[config.mk]
export PLATFORM = sky130hd
export DESIGN_NAME = range_translation_splitter_core
export DESIGN_NICKNAME = d
export VERILOG_FILES = /design/src/rtl/rts_pkg.sv /design/src/rtl/rts_ctrl.sv /design/src/rtl/rts_datapath.sv /design/src/rtl/range_translation_splitter_core.sv
export SDC_FILE = /design/constraint.sdc
export NUM_CORES = 2
export LEC_CHECK = 0
export BUFFER_PORTS_ARGS = -buffer_cell sky130_fd_sc_hd__buf_2
export CAP_MARGIN = 20
export CORE_MARGIN = 2
export CORE_UTILIZATION = 35
export DETAILED_ROUTE_END_ITERATION = 10
export HOLD_SLACK_MARGIN = 0.05
export PLACE_DENSITY = 0.61
export SYNTH_ARGS = -nofsm -noshare
export SYNTH_HDL_FRONTEND = slang
export SYNTH_SLANG_ARGS = --single-unit
[constraint.sdc]
create_clock -name clock -period 45.9 [get_ports clock]
set_input_delay 2.295 -clock clock [delete_from_list [all_inputs] [get_ports clock]]
set_output_delay 2.295 -clock clock [all_outputs]
set_load 0.01 [all_outputs]
[src/rtl/rts_pkg.sv]
// shared types and constants for the range translation splitter
`default_nettype none

package rts_pkg;

   // fixed field widths
   localparam int IDX_FIELD_W = 4;
   localparam int CFG_N_W     = 5;

   // configuration port
   localparam int CSR_ADDR_W = 3;
   localparam int CSR_DATA_W = 32;

   // register index (word address bit)
   localparam logic REG_ENTRIES_IN_USE = 1'b0;

   // request kinds
   localparam logic KIND_LOAD      = 1'b0;
   localparam logic KIND_TRANSLATE = 1'b1;

   typedef enum logic [1:0] {
      ST_IDLE,
      ST_SEARCH,
      ST_FETCH,
      ST_EMIT
   } state_type;

   // controller to datapath
   typedef struct packed {
      logic load;
      logic start;
      logic scan;
      logic fetch;
      logic skip;
      logic emit;
   } cmd_type;

   // datapath to controller
   typedef struct packed {
      logic scan_done;
      logic walk_done;
      logic skip_entry;
      logic out_free;
   } status_type;

endpackage

`default_nettype wire

[src/rtl/rts_ctrl.sv]
// controller state machine for the range translation splitter
`default_nettype none

module rts_ctrl
   import rts_pkg::*;
(
   input  wire logic       clock,
   input  wire logic       reset,
   input  wire logic       req_tvalid,
   input  wire logic       req_kind,
   input  wire status_type status,
   output logic            req_tready,
   output cmd_type         cmd
);

   state_type state_ff;
   state_type state_in;

   // state register
   always_ff @(posedge clock) begin
      if (reset) begin
         state_ff <= ST_IDLE;
      end else begin
         state_ff <= state_in;
      end
   end

   // next state
   always_comb begin
      state_in = state_ff;
      case (state_ff)
         ST_IDLE: begin
            if (req_tvalid && (req_kind == KIND_TRANSLATE)) begin
               state_in = ST_SEARCH;
            end
         end
         ST_SEARCH: begin
            if (status.scan_done) begin
               state_in = ST_FETCH;
            end
         end
         ST_FETCH: begin
            if (status.walk_done) begin
               state_in = ST_IDLE;
            end else begin
               state_in = ST_EMIT;
            end
         end
         ST_EMIT: begin
            if (status.skip_entry || status.out_free) begin
               state_in = ST_FETCH;
            end
         end
         default: begin
            state_in = ST_IDLE;
         end
      endcase
   end

   // commands
   always_comb begin
      cmd        = '0;
      req_tready = 1'b0;
      case (state_ff)
         ST_IDLE: begin
            req_tready = 1'b1;
            if (req_tvalid) begin
               if (req_kind == KIND_LOAD) begin
                  cmd.load = 1'b1;
               end else begin
                  cmd.start = 1'b1;
               end
            end
         end
         ST_SEARCH: begin
            cmd.scan = !status.scan_done;
         end
         ST_FETCH: begin
            cmd.fetch = !status.walk_done;
         end
         ST_EMIT: begin
            if (status.skip_entry) begin
               cmd.skip = 1'b1;
            end else if (status.out_free) begin
               cmd.emit = 1'b1;
            end
         end
         default: begin
            cmd = '0;
         end
      endcase
   end

endmodule

`default_nettype wire

[src/rtl/rts_datapath.sv]
// table, walk registers and result register of the range translation splitter
`default_nettype none

module rts_datapath
   import rts_pkg::*;
#(
   parameter int TABLE_ENTRIES = 16,
   parameter int VALUE_WIDTH   = 32
) (
   input  wire logic                   clock,
   input  wire logic                   reset,
   input  wire cmd_type                cmd,
   output status_type                  status,
   input  wire logic [CFG_N_W-1:0]     entries_in_use,
   input  wire logic [IDX_FIELD_W-1:0] entry_index,
   input  wire logic [VALUE_WIDTH-1:0] entry_source,
   input  wire logic [VALUE_WIDTH-1:0] entry_dest,
   input  wire logic [VALUE_WIDTH-1:0] entry_length,
   input  wire logic [VALUE_WIDTH-1:0] range_start,
   input  wire logic [VALUE_WIDTH-1:0] range_size,
   output logic [VALUE_WIDTH-1:0]      chunk_start,
   output logic [VALUE_WIDTH-1:0]      chunk_size,
   output logic                        was_translated,
   output logic                        last_chunk,
   output logic                        rsp_tvalid,
   input  wire logic                   rsp_tready
);

   localparam int IW = (TABLE_ENTRIES > 1) ? $clog2(TABLE_ENTRIES) : 1;
   localparam int CW = $clog2(TABLE_ENTRIES + 1);
   localparam int KW = CW + 1;

   // translation table
   logic [VALUE_WIDTH-1:0] src_table_ff [TABLE_ENTRIES];
   logic [VALUE_WIDTH-1:0] dst_table_ff [TABLE_ENTRIES];
   logic [VALUE_WIDTH-1:0] len_table_ff [TABLE_ENTRIES];

   // walk state
   logic [VALUE_WIDTH-1:0] pos_ff;
   logic [VALUE_WIDTH-1:0] rem_ff;
   logic [CW-1:0]          n_ff;
   logic [CW-1:0]          idx_ff;
   logic [CW-1:0]          scan_ff;
   logic [KW-1:0]          count_ff;
   logic                   past_top_ff;

   // fetched entry stage
   logic                   in_entry_ff;
   logic                   below_ff;
   logic [VALUE_WIDTH-1:0] gap_ff;
   logic [VALUE_WIDTH-1:0] off_ff;
   logic [VALUE_WIDTH-1:0] e_len_ff;
   logic [VALUE_WIDTH-1:0] e_dst_ff;

   // result register
   logic [VALUE_WIDTH-1:0] chunk_start_ff;
   logic [VALUE_WIDTH-1:0] chunk_size_ff;
   logic                   moved_ff;
   logic                   last_ff;
   logic                   rsp_tvalid_ff;

   logic [IW-1:0]          rd_addr;
   logic [VALUE_WIDTH-1:0] rd_src;
   logic [VALUE_WIDTH-1:0] rd_dst;
   logic [VALUE_WIDTH-1:0] rd_len;
   logic [KW-1:0]          cap;
   logic [VALUE_WIDTH-1:0] lead;
   logic                   over;
   logic                   moved;
   logic [VALUE_WIDTH-1:0] cand;
   logic [VALUE_WIDTH-1:0] act0;
   logic [VALUE_WIDTH-1:0] room;
   logic [VALUE_WIDTH-1:0] act;
   logic [VALUE_WIDTH-1:0] first;
   logic [VALUE_WIDTH-1:0] rem_in;
   logic                   hit_top;
   logic                   last;

   // table writes from load requests
   always_ff @(posedge clock) begin
      if (cmd.load && (int'(entry_index) < TABLE_ENTRIES)) begin
         src_table_ff[IW'(entry_index)] <= entry_source;
         dst_table_ff[IW'(entry_index)] <= entry_dest;
         len_table_ff[IW'(entry_index)] <= entry_length;
      end
   end

   // single read port: scan pointer while searching, walk pointer otherwise
   assign rd_addr = cmd.scan ? scan_ff[IW-1:0] : idx_ff[IW-1:0];
   assign rd_src  = src_table_ff[rd_addr];
   assign rd_dst  = dst_table_ff[rd_addr];
   assign rd_len  = len_table_ff[rd_addr];

   assign cap = {n_ff, 1'b1};

   // step evaluation on the fetched entry
   always_comb begin
      lead  = e_len_ff - off_ff;
      over  = (off_ff >= e_len_ff);
      moved = in_entry_ff && !below_ff;
      if (!in_entry_ff) begin
         cand = rem_ff;
      end else if (below_ff) begin
         cand = gap_ff;
      end else begin
         cand = lead;
      end
      act0 = (cand < rem_ff) ? cand : rem_ff;
      room = ~pos_ff;
      // nothing may cross the top of the value space
      if (!past_top_ff && ((act0 - VALUE_WIDTH'(1)) > room)) begin
         act = room + VALUE_WIDTH'(1);
      end else begin
         act = act0;
      end
      hit_top = !past_top_ff && ((act - VALUE_WIDTH'(1)) == room);
      first   = moved ? (off_ff + e_dst_ff) : pos_ff;
      rem_in  = rem_ff - act;
      last    = (rem_in == '0) || ((count_ff + KW'(1)) == cap);
   end

   // status
   assign status.scan_done  = (scan_ff == n_ff);
   assign status.walk_done  = (rem_ff == '0) || (count_ff == cap);
   assign status.skip_entry = in_entry_ff && !below_ff && over;
   assign status.out_free   = !rsp_tvalid_ff || rsp_tready;

   // walk registers
   always_ff @(posedge clock) begin
      if (cmd.start) begin
         pos_ff      <= range_start;
         rem_ff      <= range_size;
         n_ff        <= (int'(entries_in_use) > TABLE_ENTRIES) ?
                        CW'(TABLE_ENTRIES) : CW'(entries_in_use);
         idx_ff      <= '0;
         scan_ff     <= '0;
         count_ff    <= '0;
         past_top_ff <= 1'b0;
      end
      // search for the last entry at or below the range start
      if (cmd.scan) begin
         if (rd_src <= pos_ff) begin
            idx_ff <= scan_ff;
         end
         scan_ff <= scan_ff + CW'(1);
      end
      if (cmd.skip) begin
         idx_ff <= idx_ff + CW'(1);
      end
      if (cmd.emit) begin
         count_ff    <= count_ff + KW'(1);
         rem_ff      <= rem_in;
         pos_ff      <= pos_ff + act;
         past_top_ff <= past_top_ff || hit_top;
      end
   end

   // entry fetch stage
   always_ff @(posedge clock) begin
      if (cmd.fetch) begin
         in_entry_ff <= !past_top_ff && (idx_ff < n_ff);
         below_ff    <= (pos_ff < rd_src);
         gap_ff      <= rd_src - pos_ff;
         off_ff      <= pos_ff - rd_src;
         e_len_ff    <= rd_len;
         e_dst_ff    <= rd_dst;
      end
   end

   // result payload
   always_ff @(posedge clock) begin
      if (cmd.emit) begin
         chunk_start_ff <= first;
         chunk_size_ff  <= act;
         moved_ff       <= moved;
         last_ff        <= last;
      end
   end

   // result valid
   always_ff @(posedge clock) begin
      if (reset) begin
         rsp_tvalid_ff <= 1'b0;
      end else if (cmd.emit) begin
         rsp_tvalid_ff <= 1'b1;
      end else if (rsp_tready) begin
         rsp_tvalid_ff <= 1'b0;
      end
   end

   assign chunk_start    = chunk_start_ff;
   assign chunk_size     = chunk_size_ff;
   assign was_translated = moved_ff;
   assign last_chunk     = last_ff;
   assign rsp_tvalid     = rsp_tvalid_ff;

endmodule

`default_nettype wire

[src/rtl/range_translation_splitter_core.sv]
// top level of the range translation splitter: ports, csr and unpacking
`default_nettype none

// Range translation splitter. A load request (tuser 0) writes one table entry
// (source base, destination base, length) and returns nothing. A
// translate request (tuser 1) splits its range into chunks: pieces inside an
// entry come out moved by dest - source with tuser 1, pieces outside every
// entry pass through with tuser 0, and tlast marks the final chunk; a zero-size
// range gives nothing. Load entries in ascending order of source base and set
// entries_in_use (csr address 0) only while idle. A translate request scans
// the entries in use to find its starting entry, one table read a cycle,
// then fetches an entry and takes a step for every entry stepped over and
// every chunk sent, and a final fetch closes the walk. A chunk step waits
// while the result register holds a chunk that rsp_tready has not taken.
// Requests are taken one at a time.
module range_translation_splitter_core
   import rts_pkg::*;
#(
   parameter int  TABLE_ENTRIES = 16,
   parameter int  VALUE_WIDTH   = 32,
   localparam int REQ_DW = ((IDX_FIELD_W + 5 * VALUE_WIDTH + 7) / 8) * 8,
   localparam int RSP_DW = ((2 * VALUE_WIDTH + 7) / 8) * 8
) (
   input  wire logic                  clock,
   input  wire logic                  reset,
   // request channel
   input  wire logic                  req_tvalid,
   output logic                       req_tready,
   // entry_index, entry_source, entry_dest, entry_length, range_start, range_size
   input  wire logic [REQ_DW-1:0]     req_tdata,
   // kind
   input  wire logic                  req_tuser,
   // result channel
   output logic                       rsp_tvalid,
   input  wire logic                  rsp_tready,
   // chunk_start, chunk_size
   output logic [RSP_DW-1:0]          rsp_tdata,
   // was_translated
   output logic                       rsp_tuser,
   output logic                       rsp_tlast,
   // configuration port
   input  wire logic                  csr_psel,
   input  wire logic                  csr_penable,
   input  wire logic                  csr_pwrite,
   input  wire logic [CSR_ADDR_W-1:0] csr_paddr,
   input  wire logic [CSR_DATA_W-1:0] csr_pwdata,
   output logic [CSR_DATA_W-1:0]      csr_prdata,
   output logic                       csr_pready
);

   logic [CFG_N_W-1:0]     entries_in_use_ff;
   logic                   csr_write;

   logic [IDX_FIELD_W-1:0] entry_index;
   logic [VALUE_WIDTH-1:0] entry_source;
   logic [VALUE_WIDTH-1:0] entry_dest;
   logic [VALUE_WIDTH-1:0] entry_length;
   logic [VALUE_WIDTH-1:0] range_start;
   logic [VALUE_WIDTH-1:0] range_size;
   logic [VALUE_WIDTH-1:0] chunk_start;
   logic [VALUE_WIDTH-1:0] chunk_size;

   cmd_type                cmd;
   status_type             status;

   // csr register
   assign csr_pready = 1'b1;
   assign csr_write  = csr_psel && csr_penable && csr_pwrite && csr_pready;

   always_ff @(posedge clock) begin
      if (reset) begin
         entries_in_use_ff <= '0;
      end else if (csr_write && (csr_paddr[2] == REG_ENTRIES_IN_USE)) begin
         entries_in_use_ff <= csr_pwdata[CFG_N_W-1:0];
      end
   end

   assign csr_prdata = (csr_paddr[2] == REG_ENTRIES_IN_USE) ?
                       CSR_DATA_W'(entries_in_use_ff) : '0;

   // request unpacking
   assign entry_index  = req_tdata[IDX_FIELD_W-1:0];
   assign entry_source = req_tdata[IDX_FIELD_W                   +: VALUE_WIDTH];
   assign entry_dest   = req_tdata[IDX_FIELD_W + VALUE_WIDTH     +: VALUE_WIDTH];
   assign entry_length = req_tdata[IDX_FIELD_W + 2 * VALUE_WIDTH +: VALUE_WIDTH];
   assign range_start  = req_tdata[IDX_FIELD_W + 3 * VALUE_WIDTH +: VALUE_WIDTH];
   assign range_size   = req_tdata[IDX_FIELD_W + 4 * VALUE_WIDTH +: VALUE_WIDTH];

   // result packing
   assign rsp_tdata = RSP_DW'({chunk_size, chunk_start});

   rts_ctrl u_ctrl (
      .clock      (clock),
      .reset      (reset),
      .req_tvalid (req_tvalid),
      .req_kind   (req_tuser),
      .status     (status),
      .req_tready (req_tready),
      .cmd        (cmd)
   );

   rts_datapath #(
      .TABLE_ENTRIES (TABLE_ENTRIES),
      .VALUE_WIDTH   (VALUE_WIDTH)
   ) u_datapath (
      .clock          (clock),
      .reset          (reset),
      .cmd            (cmd),
      .status         (status),
      .entries_in_use (entries_in_use_ff),
      .entry_index    (entry_index),
      .entry_source   (entry_source),
      .entry_dest     (entry_dest),
      .entry_length   (entry_length),
      .range_start    (range_start),
      .range_size     (range_size),
      .chunk_start    (chunk_start),
      .chunk_size     (chunk_size),
      .was_translated (rsp_tuser),
      .last_chunk     (rsp_tlast),
      .rsp_tvalid     (rsp_tvalid),
      .rsp_tready     (rsp_tready)
   );

endmodule

`default_nettype wire
# [After elaboration in Yosys (flattened, before gate mapping)]
# Memories as Yosys holds them, arrays and structs flattened. A register that Yosys moved wholly into a read port is not among the register bits.
# Cells that the tools add are included.
[classes] n_reduce_logical=26 eq_ne=10 addsub=12 n_mux=41 n_lt_le_gt_ge=7 n_bitwise=2
[ops] operator="$mux W32" count=9
[ops] operator="$sub A32 B32 Y32" count=4
[ops] operator="$add A32 B32 Y32" count=2
[ops] operator="$logic_not A32 Y1" count=2
[ops] operator="$lt A32 B32 Y1" count=2
[ops] operator="$sub A32 B1 Y32 const B" count=2
[ops] operator="$mux W5" count=7
[ops] operator="$add A32 B1 Y32 const B" count=1
[ops] operator="$eq A32 B32 Y1" count=1
[ops] operator="$ge A32 B32 Y1" count=1
[ops] operator="$gt A32 B32 Y1" count=1
[ops] operator="$le A32 B32 Y1" count=1
[ops] operator="$not A32 Y32" count=1
[ops] operator="$mux W1" count=14
[ops] operator="$mux W2" count=7
[ops] operator="$eq A6 B6 Y1" count=2
[ops] operator="$mux W6" count=2
[ops] operator="$add A5 B1 Y5 const B" count=2
[ops] operator="$logic_and A1 B1 Y1" count=9
[ops] operator="$pmux W2 S4" count=1
[ops] operator="$add A6 B1 Y6 const B" count=1
[ops] operator="$ne A2 B1 Y1 const B" count=3
[ops] operator="$reduce_bool A2 Y1" count=3
[ops] operator="$eq A5 B5 Y1" count=1
[ops] operator="10 further kinds" count=19
[totals] regBits=226 ram_bits=1536 elab_cells=119 n_memories=3
[memory_table] memory="u_datapath.dst_table_ff" depth=16 word_bits=32 read_ports=1 rd_ports_with_merged_regs=1 write_ports=1 line_no="rts_datapath.sv:35" source="logic [VALUE_WIDTH-1:0] dst_table_ff [TABLE_ENTRIES];"
[memory_table] memory="u_datapath.len_table_ff" depth=16 word_bits=32 read_ports=1 rd_ports_with_merged_regs=1 write_ports=1 line_no="rts_datapath.sv:36" source="logic [VALUE_WIDTH-1:0] len_table_ff [TABLE_ENTRIES];"
[memory_table] memory="u_datapath.src_table_ff" depth=16 word_bits=32 read_ports=1 rd_ports_with_merged_regs=0 write_ports=1 line_no="rts_datapath.sv:34" source="logic [VALUE_WIDTH-1:0] src_table_ff [TABLE_ENTRIES];"

# [Depth between registers and ports, before layout]
[depth] word_depth=14 mapped_depth=66 ltp_nobuf=59

# [Cells and area by module]
# A second synthesis with hierarchy kept.
[unflattened] hier_cells=5454 hier_area_um2=84587.4
[by_module_without_submodules] module="rts_datapath" area_each_um2=83925.5 instances=1 cells_each=5376 seq_area_each_um2=54532.3
[by_module_without_submodules] module="range_translation_splitter_core" area_each_um2=495.5 instances=1 cells_each=57 seq_area_each_um2=100.1
[by_module_without_submodules] module="rts_ctrl" area_each_um2=166.4 instances=1 cells_each=21 seq_area_each_um2=40.0

# [Least setup slack after synthesis]
# OpenSTA, ideal clock, no wires.
[synth_timing] kind="reg-to-reg" start="register u_datapath.n_ff[3]" end="register u_ctrl.state_ff[1]" required_ns=45.770 setup_slack_ns=22.571 t_arrival_ns=23.199 stages_incl_launch_ff=7 period_less_slack_ns=23.329 setup_ns=0.130 cell_sequence="edfxtp_1 > xor2_1 > nor4_1 > and3_1 > a2111oi_0 > o21ai_0 > a21oi_1"
[synth_via] elab_chain_len=4 word_cells_on_any_way=7 cone_classes="eq/ne (3); mux (2); reduce/logical (2)"
[synth_lines] element="start, declared" line_no="rts_datapath.sv:41" source="logic [CW-1:0] n_ff;"
[synth_lines] element="start signal, assigned" line_no="rts_datapath.sv:133" source="n_ff <= (int'(entries_in_use) > TABLE_ENTRIES) ?"
[synth_lines] element="$eq A6 B6 Y1" line_no="rts_datapath.sv:124" source="assign status.walk_done = (rem_ff == '0) || (count_ff == cap);"
[synth_lines] element="$logic_or A1 B1 Y1" line_no="rts_datapath.sv:124"
[synth_lines] element="$mux W2" line_no="rts_ctrl.sv:43" source="if (status.walk_done) begin"
[synth_lines] element="$pmux W2 S4" line_no="rts_ctrl.sv:31" source="case (state_ff)"
[synth_lines] element="end signal, assigned" line_no="rts_ctrl.sv:24" source="state_ff <= state_in;"
[synth_lines] element="end, declared" line_no="rts_ctrl.sv:16" source="state_type state_ff;"
# Several ways; a longest one is shown, not always the timed one.
# A chain may end at the register's enable or synchronous reset.

# [Worst setup path in the final report]
[layout_timing] start="register u_datapath.e_len_ff[6] (read register of u_datapath.len_table_ff)" end="register u_datapath.pos_ff[30], data pin"
[layout_via] elab_chain_len=11 word_cells_on_any_way=15 cone_classes="add/sub (3); order compare (3); mux (7); reduce/logical (2)"
[layout_lines] element="start, declared" line_no="rts_datapath.sv:52" source="logic [VALUE_WIDTH-1:0] e_len_ff;"
[layout_lines] element="$sub A32 B32 Y32 (*)" line_no="rts_datapath.sv:98" source="lead = e_len_ff - off_ff;"
[layout_lines] element="$mux W32 (*)" line_no="rts_datapath.sv:103" source="end else if (below_ff) begin"
[layout_lines] element="$mux W32 (*)" line_no="rts_datapath.sv:101" source="if (!in_entry_ff) begin"
[layout_lines] element="$lt A32 B32 Y1" line_no="rts_datapath.sv:108" source="act0 = (cand < rem_ff) ? cand : rem_ff;"
[layout_lines] element="$mux W32 (*)" line_no="rts_datapath.sv:108"
[layout_lines] element="$sub A32 B1 Y32" line_no="rts_datapath.sv:111" source="if (!past_top_ff && ((act0 - VALUE_WIDTH'(1)) > room)) begin"
[layout_lines] element="$gt A32 B32 Y1" line_no="rts_datapath.sv:111"
[layout_lines] element="$logic_and A1 B1 Y1" line_no="rts_datapath.sv:111"
[layout_lines] element="$mux W32 (*)" line_no="rts_datapath.sv:111"
[layout_lines] element="via u_datapath.act[2]" line_no="rts_datapath.sv:73" source="logic [VALUE_WIDTH-1:0] act;"
[layout_lines] element="$add A32 B32 Y32 (*)" line_no="rts_datapath.sv:153" source="pos_ff <= pos_ff + act;"
[layout_lines] element="$mux W32 (*)" line_no="rts_datapath.sv:150" source="if (cmd.emit) begin"
[layout_lines] element="end signal, assigned" line_no="rts_datapath.sv:131" source="pos_ff <= range_start;"
[layout_lines] element="end signal, assigned" line_no="rts_datapath.sv:153"
[layout_lines] element="end, declared" line_no="rts_datapath.sv:39" source="logic [VALUE_WIDTH-1:0] pos_ff;"
# Mark *: on every way through the listed nets, which the timed path passes. The rest lies on a longest branch.

==> results.sh <==
export IMPL_outcome="finished, final reports clean"
export IMPL_worst_ep_arrival_time_ns=16.62
export IMPL_r2r_slack_ns=29.84
export IMPL_track_usage_pct=18.62
export IMPL_area_growth_syn_to_layout_pct=13.24
export IMPL_layout_commonest_cell="edfxtp_1"
export IMPL_async_reset_ff_share_pct=0
export IMPL_ys_ff_latch=1825
export IMPL_yosysWarnings=0
export IMPL_synthTopCellsByArea="edfxtp_1 (64%), mux4_2 (10%), ha_1 (3.7%)"
export IMPL_placedCellCount=8886
export IMPL_grt_pass1_vias=49240
export IMPL_yosysTopAreaCell="edfxtp_1"
export IMPL_crit_fanout=51
export IMPL_worst_slack_ns=29.84
export IMPL_synth_top_area_share_pct=64.19
export IMPL_synth_flop_cell="edfxtp_1"
export IMPL_die_x_um=496.1
export IMPL_cts_reportedPaths_clkPinSlew_ns=0.06
export IMPL_final_core_util_pct=39.87
export IMPL_slew_violations=0
export IMPL_crit_family="compound AO/OA/AOI/OAI gates"
export IMPL_place_area_mm2=0.08988
export IMPL_gp_congestion=0.9254
export IMPL_cp_start_kind="flip-flop"
export IMPL_clkPwrFrac_pct=27.3
export IMPL_syn_inst=5631
export IMPL_dieHeight_um=496.1
export IMPL_die_area_mm2=0.2461
export IMPL_total_power_mw=5.507
export IMPL_required_ns=46.46
export IMPL_viasPerCell=5.469
export IMPL_h_tree_depth=4
export IMPL_max_freq_mhz=62.27
export IMPL_cts_root_buf="clkbuf_16"
export IMPL_rsz0062_at_grt="false"
export IMPL_io_pins=312
export IMPL_pre_cts_ws_ns=29.95
export IMPL_cts_max_path_buffers=3
export IMPL_clock_latency_ns=0.84
export IMPL_crit_path_end_kind="flip-flop"
export IMPL_layout_nets=6357
export IMPL_rr_startpoint="u_datapath.e_len_ff[6]"
export IMPL_core_area_mm2=0.2408
export IMPL_whs_ns=0.5053
export IMPL_routedWlPerCell_um=25.35
export IMPL_worstSetupPathType="reg -> reg"
export IMPL_hold_buffers=0
export IMPL_antenna_left=0
export IMPL_min_from="u_datapath.idx_ff[4]"
export IMPL_syn_avg_cell_area_um2=15.05
export IMPL_antenna_found_initial=54
export IMPL_layout_common_cells="edfxtp_1 (1812), nand2_1 (520), mux4_2 (384)"
export IMPL_min_to="u_datapath.idx_ff[4]"
export IMPL_hpwl_um=146600
export IMPL_hold_path_class="reg -> reg"
export IMPL_synth_area_mm2=0.08476
export IMPL_final_setup_tns_ns=0
export IMPL_pwr_share_comb_pct=36.6
export IMPL_cts_sinks=1825
export IMPL_final_setup_skew_ns=0.04974
export IMPL_ir_worst_vdd_mv=0.04090
export IMPL_synth_edff_count=1812
export IMPL_slew_headroom_pct=26.21
export IMPL_r2r_end="u_datapath.pos_ff[30]"
export IMPL_post_cts_buffers=0
export IMPL_finalCritPeriodShare_pct=34.99
export IMPL_rows=180
export IMPL_crit_slowest_cell="o21ai_0"
export IMPL_cts_buffers=185
export IMPL_start_util_pct=35.21
export IMPL_tightest_slew_ns=1.093
export IMPL_drtIter0Drc=4884
export IMPL_final_cell_area_mm2=0.09598
export IMPL_timing_hold_violations_final=0
export IMPL_sw_frac_of_total_pct=35.03
export IMPL_drc_errors=0
export IMPL_maxCapViolations=0
export IMPL_stdcell_count=9237
export IMPL_drive_above_1_share_pct=17.86
export IMPL_ys_seq_area_share_pct=64.50
export IMPL_setup_viol=0
export IMPL_power_switching_mw=1.929
export IMPL_grt_overflow=0
export IMPL_grt_max_degree=132
export IMPL_fillers=21900
export IMPL_numPortBuffers=250
export IMPL_p_leak_nw=33.44
export IMPL_whs_path_depth=1
export IMPL_cts_tree="done"
export IMPL_max_stage_delay_ns=0.63
export IMPL_cts_resized=0
export IMPL_cp_buffers_inverters=2
export IMPL_synth_cell_types=109
export IMPL_sequentialPowerShare_pct=36.1
export IMPL_vias=50520
export IMPL_fin_crit_ns=16.06
export IMPL_p_int_mw=3.578
export IMPL_power_density_mw_per_mm2=57.37
export IMPL_grt_pass1_wl_um=337000
export IMPL_dr_pass1_iters=6
export IMPL_rr_worst_depth=56
export IMPL_totalWireLength_um=234100
cells by family (layout without fill, tap and decap cells):
kind of cell	count (synthesis)	after routing	share of synthesized area (%)
mux	497	497	11.60
flops	1825	1825	64.50
other cells	2	39	0.008860
buf+inv	524	908	2.502
fa+ha+maj	260	260	3.882
compound gates	981	981	7.630
simple gates	1292	1292	7.297
xor+xnor	250	250	2.583
power by group through the flow:
stage	Combinational (mW)	Sequential, mW	Clock, mW
detailed placement	2.00	2.02	0
global placement	1.98	2.02	0
floorplan	1.43	2.01	0
finish	2.02	1.99	1.51
CTS	2.01	1.98	1.53
global route	2.19	1.99	1.60
worst reg2reg max path: cells and delay by family (launching register included):
kind | cells | cell delay, ns
adders and majority gates | 4 | 1.36
and+or+nand+nor | 21 | 5.66
DFF | 1 | 0.41
muxes | 2 | 0.71
xor gates and xnor gates | 3 | 0.39
buffers and inverters | 2 | 0.58
AOI/OAI and AO/OA | 24 | 6.74
per-layer routing:
metal  vias to the layer above  global-route usage, %  share of wire (%)
met5                         -                      0               0.13
met4                        50                  5.011                2.6
met3                       355                  3.437                7.2
met2                      1824                  29.69                 46
met1                     25860                  26.12                 44
li1                      22430                      -                  -
synth_stat cells (all sizes together), types with 33 or more instances:
library cell	number
a211oi	96
clkbuf	177
o21a	33
inv	236
nor3	80
and3	33
nor4	33
xnor2	174
a21o	78
nand3	82
xor2	76
and2	90
mux4	384
nand2b	39
nand4	47
buf	111
ha	251
o21ai	247
edfxtp	1812
a31oi	107
mux2i	93
nor2	233
nor2b	44
a21oi	196
nand2	523
cell type report:
| type | count | area (um^2) | area share (%) |
|---|---|---|---|
| flip-flops and latches | 1825 | 54670 | 56.96 |
| multi-input cells | 3308 | 28290 | 29.48 |
| clock buffers | 227 | 4872 | 5.076 |
| well taps | 3185 | 3985 | 4.152 |
| repair buffers | 333 | 2062 | 2.148 |
| clock inverters | 112 | 1182 | 1.232 |
| inverters | 236 | 888.4 | 0.9255 |
| diodes | 11 | 27.53 | 0.02868 |
how the worst max path moves through the flow:
stage | startpoint | end | slack, ns | cells past startpoint
floorplan | u_datapath.n_ff[3] | u_ctrl.state_ff[1] | 22.57 | 6
global placement | u_datapath.e_len_ff[6] | u_datapath.pos_ff[30] | 30.09 | 56
detailed placement | u_datapath.e_len_ff[6] | u_datapath.pos_ff[30] | 29.95 | 56
CTS | u_datapath.e_len_ff[6] | u_datapath.pos_ff[30] | 29.89 | 56
global route | u_datapath.off_ff[6] | u_datapath.pos_ff[30] | 28.69 | 57
finish | u_datapath.e_len_ff[6] | u_datapath.pos_ff[30] | 29.84 | 56
state kept, by name, indices dropped and copies added, names as in the netlist, 2 cells and up:
| register | count |
|---|---|
| u_datapath.dst_table_ff | 512 |
| u_datapath.len_table_ff | 512 |
| u_datapath.src_table_ff | 512 |
| u_datapath.chunk_size | 32 |
| u_datapath.chunk_start | 32 |
| u_datapath.e_dst_ff | 32 |
| u_datapath.e_len_ff | 32 |
| u_datapath.off_ff | 32 |
| u_datapath.pos_ff | 32 |
| u_datapath.rem_ff | 32 |
| u_datapath.gap_ff | 31 |
| u_datapath.count_ff | 6 |
| entries_in_use_ff | 5 |
| u_datapath.idx_ff | 5 |
| u_datapath.n_ff | 5 |
| u_datapath.scan_ff | 5 |
| u_ctrl.state_ff | 2 |
Note: power is estimated with default switching activity, not from simulation.
